## src/rtl/jmhp_pkg.sv

```systemverilog
// Shared types, byte codes and constants of the JPEG marker header parser.
`default_nettype none
package jmhp_pkg;

	localparam int FIFO_DEPTH = 4;
	localparam int FIFO_AW = $clog2(FIFO_DEPTH);
	localparam int OUT_TDATA_W = 40;

	localparam logic [7:0] BYTE_FILL  = 8'hFF;
	localparam logic [7:0] MK_SOI     = 8'hD8;
	localparam logic [7:0] MK_TEM     = 8'h01;
	localparam logic [7:0] MK_RST_LO  = 8'hD0;
	localparam logic [7:0] MK_RST_HI  = 8'hD7;
	localparam logic [7:0] MK_EOI     = 8'hD9;
	localparam logic [7:0] MK_SOS     = 8'hDA;
	localparam logic [7:0] MK_SOF_LO  = 8'hC0;
	localparam logic [7:0] MK_SOF_HI  = 8'hCF;
	localparam logic [7:0] MK_DHT     = 8'hC4;
	localparam logic [7:0] MK_JPG     = 8'hC8;
	localparam logic [7:0] MK_DAC     = 8'hCC;

	typedef enum logic [1:0] {
		ST_OK       = 2'd0,
		ST_TRUNC    = 2'd1,
		ST_NOT_JPEG = 2'd2,
		ST_NO_FRAME = 2'd3
	} status_t;

	typedef struct packed {
		logic [7:0] data;
		logic       last;
		logic       is_fill;
		logic       is_soi;
		logic       is_standalone;
		logic       is_end;
		logic       is_frame;
	} item_t;

	typedef struct packed {
		logic full;
		logic empty;
	} fifo_stat_t;

	function automatic item_t classify(input logic [7:0] b, input logic last);
		item_t it;
		it.data = b;
		it.last = last;
		it.is_fill = (b == BYTE_FILL);
		it.is_soi = (b == MK_SOI);
		it.is_standalone = (b == MK_SOI) || (b == MK_TEM) || (b >= MK_RST_LO && b <= MK_RST_HI);
		it.is_end = (b == MK_EOI) || (b == MK_SOS);
		it.is_frame = (b >= MK_SOF_LO) && (b <= MK_SOF_HI) && (b != MK_DHT) &&
			(b != MK_JPG) && (b != MK_DAC);
		return it;
	endfunction

endpackage
`default_nettype wire

```

## src/rtl/jmhp_front.sv

```systemverilog
// Input side: accepts stream words and tags each byte with its marker class.
`default_nettype none
module jmhp_front (
	input  wire logic             s_tvalid,
	output logic                  s_tready,
	input  wire logic [7:0]       s_tdata,
	input  wire logic             s_tlast,
	input  wire jmhp_pkg::fifo_stat_t stat,
	output logic                  push,
	output jmhp_pkg::item_t       push_item
);

	assign s_tready = !stat.full;
	assign push = s_tvalid && !stat.full;
	assign push_item = jmhp_pkg::classify(s_tdata, s_tlast);

endmodule
`default_nettype wire

```

## src/rtl/jmhp_fifo.sv

```systemverilog
// Short queue of classified bytes between the input side and the parser.
`default_nettype none
module jmhp_fifo (
	input  wire logic             clk,
	input  wire logic             arst_n,
	input  wire logic             push,
	input  wire jmhp_pkg::item_t  push_item,
	input  wire logic             pop,
	output jmhp_pkg::item_t       head,
	output jmhp_pkg::fifo_stat_t  stat
);

	localparam int AW = jmhp_pkg::FIFO_AW;
	localparam int CW = AW + 1;

	jmhp_pkg::item_t mem_q [jmhp_pkg::FIFO_DEPTH];
	logic [AW-1:0] wr_ptr_q;
	logic [AW-1:0] rd_ptr_q;
	logic [CW-1:0] count_q;
	logic          do_push;
	logic          do_pop;

	assign stat.full = (count_q == CW'(jmhp_pkg::FIFO_DEPTH));
	assign stat.empty = (count_q == '0);
	assign do_push = push && !stat.full;
	assign do_pop = pop && !stat.empty;
	assign head = mem_q[rd_ptr_q];

	always_ff @(posedge clk) begin
		if (do_push) begin
			mem_q[wr_ptr_q] <= push_item;
		end
	end

	always_ff @(posedge clk or negedge arst_n) begin
		if (!arst_n) begin
			wr_ptr_q <= '0;
			rd_ptr_q <= '0;
			count_q <= '0;
		end else begin
			if (do_push) begin
				wr_ptr_q <= AW'((CW'(wr_ptr_q) + CW'(1)) % CW'(jmhp_pkg::FIFO_DEPTH));
			end
			if (do_pop) begin
				rd_ptr_q <= AW'((CW'(rd_ptr_q) + CW'(1)) % CW'(jmhp_pkg::FIFO_DEPTH));
			end
			if (do_push && !do_pop) begin
				count_q <= count_q + CW'(1);
			end else if (do_pop && !do_push) begin
				count_q <= count_q - CW'(1);
			end
		end
	end

endmodule
`default_nettype wire

```

## src/rtl/jmhp_parse.sv

```systemverilog
// Parser: walks the marker segments byte by byte and holds the result word.
`default_nettype none
module jmhp_parse (
	input  wire logic             clk,
	input  wire logic             arst_n,
	input  wire jmhp_pkg::item_t  head,
	input  wire jmhp_pkg::fifo_stat_t stat,
	output logic                  pop,
	output logic                  m_tvalid,
	input  wire logic             m_tready,
	output logic [jmhp_pkg::OUT_TDATA_W-1:0] m_tdata
);

	typedef enum logic [8:0] {
		PH_SOI0    = 9'b000000001,
		PH_SOI1    = 9'b000000010,
		PH_MARK    = 9'b000000100,
		PH_FILL    = 9'b000001000,
		PH_LENHI   = 9'b000010000,
		PH_LENLO   = 9'b000100000,
		PH_PAYLOAD = 9'b001000000,
		PH_DONE    = 9'b010000000,
		PH_NOTJPEG = 9'b100000000
	} phase_t;

	phase_t      ph_q, ph_d;
	logic        frame_q, frame_d;
	logic [7:0]  lenhi_q, lenhi_d;
	logic [15:0] rem_q, rem_d;
	logic [2:0]  idx_q, idx_d;
	logic [15:0] hgt_q, hgt_d;
	logic [7:0]  wh_q, wh_d;
	logic [7:0]  wl_q, wl_d;
	logic [15:0] fw_q, fw_d;
	logic [15:0] fh_q, fh_d;
	logic        seen_q, seen_d;
	logic        trunc_q, trunc_d;
	logic [2:0]  cnt_q, cnt_d;
	logic [15:0] seg_len;
	logic [15:0] width_w;
	logic [15:0] res_w, res_h;
	jmhp_pkg::status_t res_st;
	logic        out_valid_q;
	logic [15:0] out_w_q, out_h_q;
	jmhp_pkg::status_t out_st_q;

	assign pop = !stat.empty && (!head.last || !out_valid_q || m_tready);
	assign seg_len = {lenhi_q, head.data};
	assign width_w = {wh_d, wl_d};

	always_comb begin
		ph_d = ph_q;
		frame_d = frame_q;
		lenhi_d = lenhi_q;
		rem_d = rem_q;
		idx_d = idx_q;
		hgt_d = hgt_q;
		wh_d = wh_q;
		wl_d = wl_q;
		fw_d = fw_q;
		fh_d = fh_q;
		seen_d = seen_q;
		trunc_d = trunc_q;
		cnt_d = (cnt_q < 3'd4) ? cnt_q + 3'd1 : cnt_q;
		unique case (ph_q)
			PH_SOI0: begin
				ph_d = head.is_fill ? PH_SOI1 : PH_NOTJPEG;
			end
			PH_SOI1: begin
				ph_d = head.is_soi ? PH_MARK : PH_NOTJPEG;
			end
			PH_MARK: begin
				if (!head.last) begin
					if (!head.is_fill) begin
						trunc_d = 1'b1;
						ph_d = PH_DONE;
					end else begin
						ph_d = PH_FILL;
					end
				end
			end
			PH_FILL: begin
				if (head.is_fill) begin
					if (head.last) begin
						trunc_d = 1'b1;
						ph_d = PH_DONE;
					end
				end else begin
					frame_d = head.is_frame;
					if (head.is_standalone) begin
						ph_d = PH_MARK;
					end else if (head.is_end) begin
						ph_d = PH_DONE;
					end else if (head.last) begin
						trunc_d = 1'b1;
						ph_d = PH_DONE;
					end else begin
						ph_d = PH_LENHI;
					end
				end
			end
			PH_LENHI: begin
				lenhi_d = head.data;
				if (head.last) begin
					trunc_d = 1'b1;
					ph_d = PH_DONE;
				end else begin
					ph_d = PH_LENLO;
				end
			end
			PH_LENLO: begin
				if (seg_len < 16'd2) begin
					trunc_d = 1'b1;
					ph_d = PH_DONE;
				end else begin
					rem_d = seg_len - 16'd2;
					idx_d = 3'd0;
					if (rem_d == 16'd0) begin
						ph_d = PH_MARK;
					end else if (head.last) begin
						trunc_d = 1'b1;
						ph_d = PH_DONE;
					end else begin
						ph_d = PH_PAYLOAD;
					end
				end
			end
			PH_PAYLOAD: begin
				case (idx_q)
					3'd1: hgt_d = {head.data, 8'h00};
					3'd2: hgt_d = {hgt_q[15:8], hgt_q[7:0] | head.data};
					3'd3: wh_d = head.data;
					3'd4: wl_d = head.data;
					default: ;
				endcase
				idx_d = (idx_q < 3'd5) ? idx_q + 3'd1 : idx_q;
				rem_d = rem_q - 16'd1;
				if (rem_d == 16'd0) begin
					if (idx_d >= 3'd5 && frame_q && width_w != 16'd0 && hgt_d != 16'd0) begin
						fw_d = width_w;
						fh_d = hgt_d;
						seen_d = 1'b1;
					end
					ph_d = PH_MARK;
				end else if (head.last) begin
					trunc_d = 1'b1;
					ph_d = PH_DONE;
				end
			end
			PH_DONE, PH_NOTJPEG: ;
			default: ;
		endcase
	end

	always_comb begin
		if (ph_d == PH_NOTJPEG || cnt_d < 3'd4 || ph_d == PH_SOI0 || ph_d == PH_SOI1) begin
			res_w = 16'd0;
			res_h = 16'd0;
			res_st = jmhp_pkg::ST_NOT_JPEG;
		end else if (!seen_d) begin
			res_w = 16'd0;
			res_h = 16'd0;
			res_st = jmhp_pkg::ST_NO_FRAME;
		end else begin
			res_w = fw_d;
			res_h = fh_d;
			res_st = trunc_d ? jmhp_pkg::ST_TRUNC : jmhp_pkg::ST_OK;
		end
	end

	always_ff @(posedge clk or negedge arst_n) begin
		if (!arst_n) begin
			ph_q <= PH_SOI0;
			frame_q <= 1'b0;
			lenhi_q <= '0;
			rem_q <= '0;
			idx_q <= '0;
			hgt_q <= '0;
			wh_q <= '0;
			wl_q <= '0;
			fw_q <= '0;
			fh_q <= '0;
			seen_q <= 1'b0;
			trunc_q <= 1'b0;
			cnt_q <= '0;
		end else if (pop) begin
			if (head.last) begin
				ph_q <= PH_SOI0;
				frame_q <= 1'b0;
				lenhi_q <= '0;
				rem_q <= '0;
				idx_q <= '0;
				hgt_q <= '0;
				wh_q <= '0;
				wl_q <= '0;
				fw_q <= '0;
				fh_q <= '0;
				seen_q <= 1'b0;
				trunc_q <= 1'b0;
				cnt_q <= '0;
			end else begin
				ph_q <= ph_d;
				frame_q <= frame_d;
				lenhi_q <= lenhi_d;
				rem_q <= rem_d;
				idx_q <= idx_d;
				hgt_q <= hgt_d;
				wh_q <= wh_d;
				wl_q <= wl_d;
				fw_q <= fw_d;
				fh_q <= fh_d;
				seen_q <= seen_d;
				trunc_q <= trunc_d;
				cnt_q <= cnt_d;
			end
		end
	end

	always_ff @(posedge clk or negedge arst_n) begin
		if (!arst_n) begin
			out_valid_q <= 1'b0;
		end else if (pop && head.last) begin
			out_valid_q <= 1'b1;
		end else if (m_tready) begin
			out_valid_q <= 1'b0;
		end
	end

	always_ff @(posedge clk) begin
		if (pop && head.last) begin
			out_w_q <= res_w;
			out_h_q <= res_h;
			out_st_q <= res_st;
		end
	end

	assign m_tvalid = out_valid_q;
	assign m_tdata = {{(jmhp_pkg::OUT_TDATA_W - 34){1'b0}}, out_st_q, out_h_q, out_w_q};

endmodule
`default_nettype wire

```

## src/rtl/jpeg_marker_header_parser.sv

```systemverilog
// Top level of the JPEG marker header parser.
`default_nettype none
// Feed a JPEG file one byte per word with tlast on its final byte; one result
// word follows each file with width, height and status. A byte is taken every
// cycle: the input side tags bytes into a four-entry queue and the parser
// consumes one queued byte per cycle, so the only stall is a final byte that
// waits while the previous result word is still held in the output register.
module jpeg_marker_header_parser (
	input  wire logic        clk,
	input  wire logic        arst_n,
	input  wire logic        s_tvalid,
	output logic             s_tready,
	input  wire logic [7:0]  s_tdata,   // data_byte[7:0]
	input  wire logic        s_tlast,
	output logic             m_tvalid,
	input  wire logic        m_tready,
	output logic [39:0]      m_tdata    // image_width[15:0], image_height[31:16], parse_status[33:32]
);

	jmhp_pkg::fifo_stat_t stat;
	jmhp_pkg::item_t      push_item;
	jmhp_pkg::item_t      head;
	logic                 push;
	logic                 pop;

	jmhp_front u_front (
		.s_tvalid (s_tvalid),
		.s_tready (s_tready),
		.s_tdata  (s_tdata),
		.s_tlast  (s_tlast),
		.stat     (stat),
		.push     (push),
		.push_item(push_item)
	);

	jmhp_fifo u_fifo (
		.clk      (clk),
		.arst_n   (arst_n),
		.push     (push),
		.push_item(push_item),
		.pop      (pop),
		.head     (head),
		.stat     (stat)
	);

	jmhp_parse u_parse (
		.clk     (clk),
		.arst_n  (arst_n),
		.head    (head),
		.stat    (stat),
		.pop     (pop),
		.m_tvalid(m_tvalid),
		.m_tready(m_tready),
		.m_tdata (m_tdata)
	);

	a_not_full_and_empty: assert property (@(posedge clk) disable iff (!arst_n)
		!(stat.full && stat.empty))
		else $error("Queue reports full and empty at once.");

	a_no_pop_when_empty: assert property (@(posedge clk) disable iff (!arst_n)
		stat.empty |-> !pop)
		else $error("Parser consumed a byte from an empty queue.");

	a_result_from_last: assert property (@(posedge clk) disable iff (!arst_n)
		(pop && head.last) |=> m_tvalid)
		else $error("Final byte consumed without a result word.");

	a_result_not_overwritten: assert property (@(posedge clk) disable iff (!arst_n)
		(m_tvalid && !m_tready) |-> !(pop && head.last))
		else $error("Pending result word would be overwritten.");

endmodule
`default_nettype wire

```

## config.mk

```make
export PLATFORM = sky130hd
export DESIGN_NAME = jpeg_marker_header_parser
export DESIGN_NICKNAME = d
export VERILOG_FILES = /design/src/rtl/jmhp_pkg.sv /design/src/rtl/jmhp_front.sv /design/src/rtl/jmhp_fifo.sv /design/src/rtl/jmhp_parse.sv /design/src/rtl/jpeg_marker_header_parser.sv
export SDC_FILE = /design/constraint.sdc
export NUM_CORES = 1
export LEC_CHECK = 0
export BUFFER_PORTS_ARGS = -buffer_cell sky130_fd_sc_hd__buf_2
export CAP_MARGIN = 5
export CORE_MARGIN = 3
export CORE_UTILIZATION = 40
export DETAILED_ROUTE_END_ITERATION = 10
export MAX_ROUTING_LAYER = met4
export PLACE_DENSITY = 0.63
export SLEW_MARGIN = 25
export SYNTH_ARGS = -nofsm -noshare
export SYNTH_HDL_FRONTEND = slang
export SYNTH_SLANG_ARGS = --single-unit
```

## constraint.sdc

```tcl
create_clock -name clk -period 4.2 [get_ports clk]
set_input_delay 0.21 -clock clk [delete_from_list [all_inputs] [get_ports clk]]
set_output_delay 0.21 -clock clk [all_outputs]
set_load 0.05 [all_outputs]
```

# [Yosys cells after proc, flatten, opt, wreduce, memory -nomap -nowiden]
# Memory sizes are Yosys's and may differ from the RTL's.
# Cells that the tools add are included.
[classes] magnitude_cmp=9 eq_ne=25 n_bitwise=2 reduce_logical=45 n_addsub=8 n_mux=71
[ops] operator="$mux W16" n=13
[ops] operator="$mux W9" n=11
[ops] operator="$mux W8" n=12
[ops] operator="$pmux W16 S2" n=2
[ops] operator="$pmux W9 S7" n=1
[ops] operator="$eq A8 B8 Y1 const B" n=4
[ops] operator="$logic_not A16 Y1" n=2
[ops] operator="$reduce_bool A16 Y1" n=2
[ops] operator="$ne A8 B8 Y1 const B" n=3
[ops] operator="$mux W1" n=23
[ops] operator="$mux W3" n=7
[ops] operator="$eq A9 B1 Y1 const B" n=2
[ops] operator="$eq A9 B2 Y1 const B" n=2
[ops] operator="$ge A8 B8 Y1 const B" n=2
[ops] operator="$le A8 B8 Y1 const B" n=2
[ops] operator="$lt A16 B2 Y1 const B" n=1
[ops] operator="$sub A16 B1 Y16 const B" n=1
[ops] operator="$sub A16 B2 Y16 const B" n=1
[ops] operator="$logic_and A1 B1 Y1" n=15
[ops] operator="$reduce_bool A2 Y1" n=5
[ops] operator="$add A3 B1 Y3 const B" n=3
[ops] operator="$eq A9 B3 Y1 const B" n=1
[ops] operator="$eq A9 B4 Y1 const B" n=1
[ops] operator="$eq A9 B5 Y1 const B" n=1
[ops] operator="24 further kinds" n=43
[totals] ram_bits=56 elab_cells=182 output_inout_bits=42 memories=1 input_bits=13 ff_bits=148
[memory_table] name="u_fifo.mem_q" depth=4 word_bits=14 rd=1 rd_clocked_by_memory_dff=0 write_ports=1 line_no="jmhp_fifo.sv:16" source="jmhp_pkg::item_t mem_q [jmhp_pkg::FIFO_DEPTH];"

# [Logic depth before layout (Yosys ltp)]
[depth] depth_word=11 ltp_mapped=16 depth_no_buf=12

# [Hierarchy]
# A second synthesis with hierarchy kept.
[unflattened] cells_unflattened=976 area_unflattened_um2=10618.9
[by_module_without_submodules] module="jmhp_parse" area_each_um2=7965.1 seq_area_each_um2=3699.8 cells_each=840 instances=1
[by_module_without_submodules] module="jmhp_fifo" area_each_um2=2462.4 seq_area_each_um2=1856.8 cells_each=109 instances=1
[by_module_without_submodules] module="jmhp_front" area_each_um2=191.4 seq_area_each_um2=0.0 cells_each=27 instances=1

# [Least setup slack after synthesis]
# OpenSTA, ideal clock, no wires.
[synth_path] path_type="flip-flop to flip-flop" from="register u_fifo.rd_ptr_q[0]" to="register u_parse.out_st_q[1] (data pin)" slack_ns=0.490 setup_ns=0.256 required_time_ns=3.944 arrival_ns=3.454 n_path_buf=3 period_less_slack_ns=3.710 path_stages_with_launch=16 path_cell_list="dfrtp_1 > buf_6 > mux4_2 > clkbuf_1 > inv_1 > ha_1 > inv_1 > or3_1 > clkbuf_2 > nor4_2 > a31oi_1 > o32a_1 > or4_1 > o22a_1 > o2bb2ai_2 > nand2b_1"
[synth_via] elab_chain_cells=11 word_cells_on_any_way=41 cone_classes="1 x add/sub; 1 x order compare; 3 x eq/ne; 24 x mux; 2 x bitwise; 9 x reduce/logical; 1 x memory"
[synth_lines] item="start: declaration" line_no="jmhp_fifo.sv:18" source="logic [AW-1:0] rd_ptr_q;"
[synth_lines] item="start signal: assignment" line_no="jmhp_fifo.sv:45" source="rd_ptr_q <= AW'((CW'(rd_ptr_q) + CW'(1)) % CW'(jmhp_pkg::FIFO_DEPTH));"
[synth_lines] item="$mem_v2 Z4 W14 (*)"
[synth_lines] item="$sub A16 B2 Y16, or another cell as far along" line_no="jmhp_parse.sv:116" source="rem_d = seg_len - 16'd2;"
[synth_lines] item="$logic_not A16 Y1, or another cell as far along" line_no="jmhp_parse.sv:118" source="if (rem_d == 16'd0) begin"
[synth_lines] item="$mux W9, or another cell as far along" line_no="jmhp_parse.sv:118"
[synth_lines] item="$mux W9, or another cell as far along" line_no="jmhp_parse.sv:112" source="if (seg_len < 16'd2) begin"
[synth_lines] item="$pmux W9 S7 or $logic_and A1 B1 Y1 (tied branches)" line_no="jmhp_parse.sv:65, jmhp_parse.sv:139"
[synth_lines] item="$eq A9 B9 Y1 or $mux W1 (tied branches)" line_no="jmhp_parse.sv:156, jmhp_parse.sv:139"
[synth_lines] item="$logic_or A1 B1 Y1 or $mux W1 (tied branches)" line_no="jmhp_parse.sv:156, jmhp_parse.sv:138"
[synth_lines] item="$logic_or A1 B1 Y1 or $mux W1 (tied branches)" line_no="jmhp_parse.sv:156, jmhp_parse.sv:65"
[synth_lines] item="$logic_or A1 B1 Y1 or $not A1 Y1 (tied branches)"
[synth_lines] item="$reduce_or A2 Y1 (no source line) (*)"
[synth_lines] item="end signal: assignment" line_no="jmhp_parse.sv:233" source="out_st_q <= res_st;"
[synth_lines] item="end: declaration" line_no="jmhp_parse.sv:45" source="jmhp_pkg::status_t out_st_q;"
# Every way passes the cells marked *; elsewhere a longest branch is shown, timed or not. The select of a mux whose other input is x is not followed.
# A chain may end at the register's enable or synchronous reset.

# [Worst setup path in the final report]
[layout_path] from="register u_parse.rem_q[2]" to="register u_parse.out_h_q[8] (data pin)"
[layout_via] elab_chain_cells=9 word_cells_on_any_way=16 cone_classes="1 x add/sub; 3 x eq/ne; 6 x mux; 1 x bitwise; 5 x reduce/logical"
[layout_lines] item="start: declaration" line_no="jmhp_parse.sv:29" source="logic [15:0] rem_q, rem_d;"
[layout_lines] item="start signal: assignment" line_no="jmhp_parse.sv:205" source="rem_q <= rem_d;"
[layout_lines] item="$sub A16 B1 Y16 (*)" line_no="jmhp_parse.sv:137" source="rem_d = rem_q - 16'd1;"
[layout_lines] item="$logic_not A16 Y1 (*)" line_no="jmhp_parse.sv:138" source="if (rem_d == 16'd0) begin"
[layout_lines] item="$mux W9" line_no="jmhp_parse.sv:138"
[layout_lines] item="$pmux W9 S7" line_no="jmhp_parse.sv:65" source="unique case (ph_q)"
[layout_lines] item="$eq A9 B9 Y1" line_no="jmhp_parse.sv:156" source="if (ph_d == PH_NOTJPEG || cnt_d < 3'd4 || ph_d == PH_SOI0 || ph_d == PH_SOI1) begin"
[layout_lines] item="$logic_or A1 B1 Y1 (3 in series)" line_no="jmhp_parse.sv:156"
[layout_lines] item="$reduce_or A2 Y1 (no source line)"
[layout_lines] item="end signal: assignment" line_no="jmhp_parse.sv:232" source="out_h_q <= res_h;"
[layout_lines] item="end: declaration" line_no="jmhp_parse.sv:44" source="logic [15:0] out_w_q, out_h_q;"
# Every way passes the cells marked *; elsewhere a longest branch is shown, timed or not.

==> results.ini <==
[logic_synthesis]
synth_ff_type=dfrtp_1
synth_cells=1004
yosys-top-cells-area=dfrtp_1 (27%), edfxtp_1 (26%), o21ai_0 (4.3%), nand3_1 (4.1%), mux4_2 (2.8%)
avgSynthCellArea_um2=10.4
async_flop_share=0.559
synth-seq-cells=204
ys_seq_area_frac=0.531
synth_edf_count=90
synth_top_cells_by_count=dfrtp_1 (113), edfxtp_1 (90), o21ai_0 (90), nand3_1 (85), nor2_1 (78)
syn_area_um2=10500
synth_top_area_cell=dfrtp_1
synthDistinctLibCells=74
synth_top_area_share=0.270
yosysMostFrequentCell=dfrtp_1
ys_warn_count=0

[sta]
finalCriticalPeriod_ns=4.02
clock_skew_ns=0.00964
tightest_slew_ns=0.883
relSlewSlack=0.395
fin_ws_ns=0.181
fmax_mhz=249
fin_crit_sh=0.957
setup_tns_ns=0
finalHoldViolCount=0
rsz0062_at_grt=false
holdWs_ns=0.0148
setup_viol=0
slew_viol_final=0

[floorplanning]
core-area_um2=25500
boundaryPins=55
fp.dieH_um=168
dieArea_um2=28100
start_util=0.411
row_count=58
die-width_um=168

[run]
cap_violations=0

[place]
dp_slack_ns=0.237
io_buffers=48
placedInstanceArea_um2=11200
gp_congestion=0.984
dp_cells=1354
dp_hpwl_um=18500

[clock_network]
clk-insertion-delay-late_ns=0.52
cts_buffers=23
postCtsResizedCells=0
cts_tree=yes
numClockSinks=204
ctsLongestPathBuffers=3
cts-htree-levels=1
clkTransAtPathRegs_ns=0.06
cts_root_buf=clkbuf_16

[grt]
grt_antenna_before_repair=0
grt_max_degree=65
use_met2=0.313
grt.busiest_layer=met2
grt_overflow=0
grt.met1_usage=0.273
grtUsageMet3=0.0271
grt_pass1_vias=7973
grt.total_usage=0.196
grt_first_pass_wirelength_um=44100

[drt]
antenna_left=0
drcViolationCount=0
viasPerCell=5.75
vias=8072
dr.first_iter.drc_count=788
wl_um=27100
wire_per_inst_um=19.3
drt-pass1-iter-count=6

[setup_path]
startpoint_type=flop
cp.arrival_ns=4.28
critical_path.cell_chain=or4_1 > o41a_1 > a2111oi_0 > o2111ai_1 > o21ai_0 > a31oi_1 > a2111oi_2 > o2bb2ai_4 > buf_12 > a21oi_2
endpoint_kind=flop
crit_type=reg2reg
path_buf_inv=1
path_delay_family=compound AO/OA/AOI/OAI gates
cp_slowest_cell=or4_1
cpPeakStageDelay_ns=0.68
cp_max_fo=20
cp.required_ns=4.47

[worst_hold_path]
hold_class=in2reg

[layout]
nNetsFinal=1085
antenna_cells=0
fillers=2376
fin_area_um2=12000
layout.cells.non_filler=1404
fin_util=0.470
layout-drive-gt1-share=0.165
syn2layout_area_growth_pct=14.3

[power]
p_leak_nw=4.63
totalPowerFinal_mw=8.57
peakVddDrop_v=0.000662
powerDensity_nw_per_um2=716

[run_status]
status=complete, no violations

[layout by cell type (no fill, tap or decap), drive strengths merged, types with 8 or more instances in the layout]
cell	synthesis	layout
dfrtp	113	113
o21ai	97	97
edfxtp	90	90
buf	27	90
nand3	85	85
nor2	83	83
nand2	71	71
a21oi	61	61
inv	29	30
clkbuf	48	28
a22o	26	26
nand2b	21	21
nor4	21	21
nor3	20	20
mux2i	19	19
o21a	15	15
xnor2	14	14
ha	14	14
mux4	13	13
or3	11	11
a31oi	11	11
or4	10	10
and3	9	9
xor2	9	9
clkinv	0	9
a22oi	8	8
dlygate4sd3	0	8
[timing repair]
item | CTS | global route
hold buffers | 8 | 0
buffers inserted | 0 | 0
hold endpoints to repair | 77 | 0
[area by class of cell]
cell class                      instances  area, um2  share of cell area
Timing Repair Buffer                   98        676              0.0565
Inverter                               29        109             0.00910
Clock buffer                           28        594              0.0497
Multi-Input combinational cell        701       4490               0.375
Tap cell                              330        413              0.0345
Sequential cell                       204       5560               0.465
Clock inverter                         14        125              0.0105
[power by group]
part / switching, mW / total [mW] / internal [mW]
Clock: 0.814 / 1.95 / 1.13
Sequential: 0.245 / 2.78 / 2.54
Combinational: 2.70 / 3.84 / 1.14
[sequential cells by signal, indices dropped and copies added (netlist names), 9 cells and up]
signal,cells
u_fifo.mem_q,56
u_parse.fh_q,16
u_parse.fw_q,16
u_parse.hgt_q,16
u_parse.out_h_q,16
u_parse.out_w_q,16
u_parse.rem_q,16
u_parse.ph_q,9
[layer usage]
metal  routed length, um  part of all wire
met1               12400              0.46
met2               12700              0.47
met3                1540             0.057
met4                 473             0.017
met5                   0                 0
[path summary, 6_finish.rpt]
kind / depth (start not counted) / start / slack, ns / end
setup / recovery: 10 / u_parse.rem_q[2] / 0.18 / u_parse.out_h_q[8]
min in group asynchronous: 2 / arst_n / 0.29 / u_parse.rem_q[8]
setup reg to reg: 10 / u_parse.rem_q[2] / 0.18 / u_parse.out_h_q[8]
max in group asynchronous: 3 / arst_n / 2.94 / u_parse.wl_q[3]
hold reg to reg: 1 / u_fifo.count_q[2] / 0.49 / u_fifo.count_q[2]
hold / removal: 1 / s_tdata[4] / 0.01 / u_fifo.mem_q[3][10]
[cells by family after synthesis]
kind of cell,after synthesis,synth area share
other cells,1,0.000358
fa+ha+maj,15,0.0186
mux,35,0.0494
compound gates,259,0.161
buf+inv,104,0.0445
xor+xnor,23,0.0192
flops,204,0.531
simple gates,363,0.176
No activity file was read; power rests on OpenSTA's default activity.
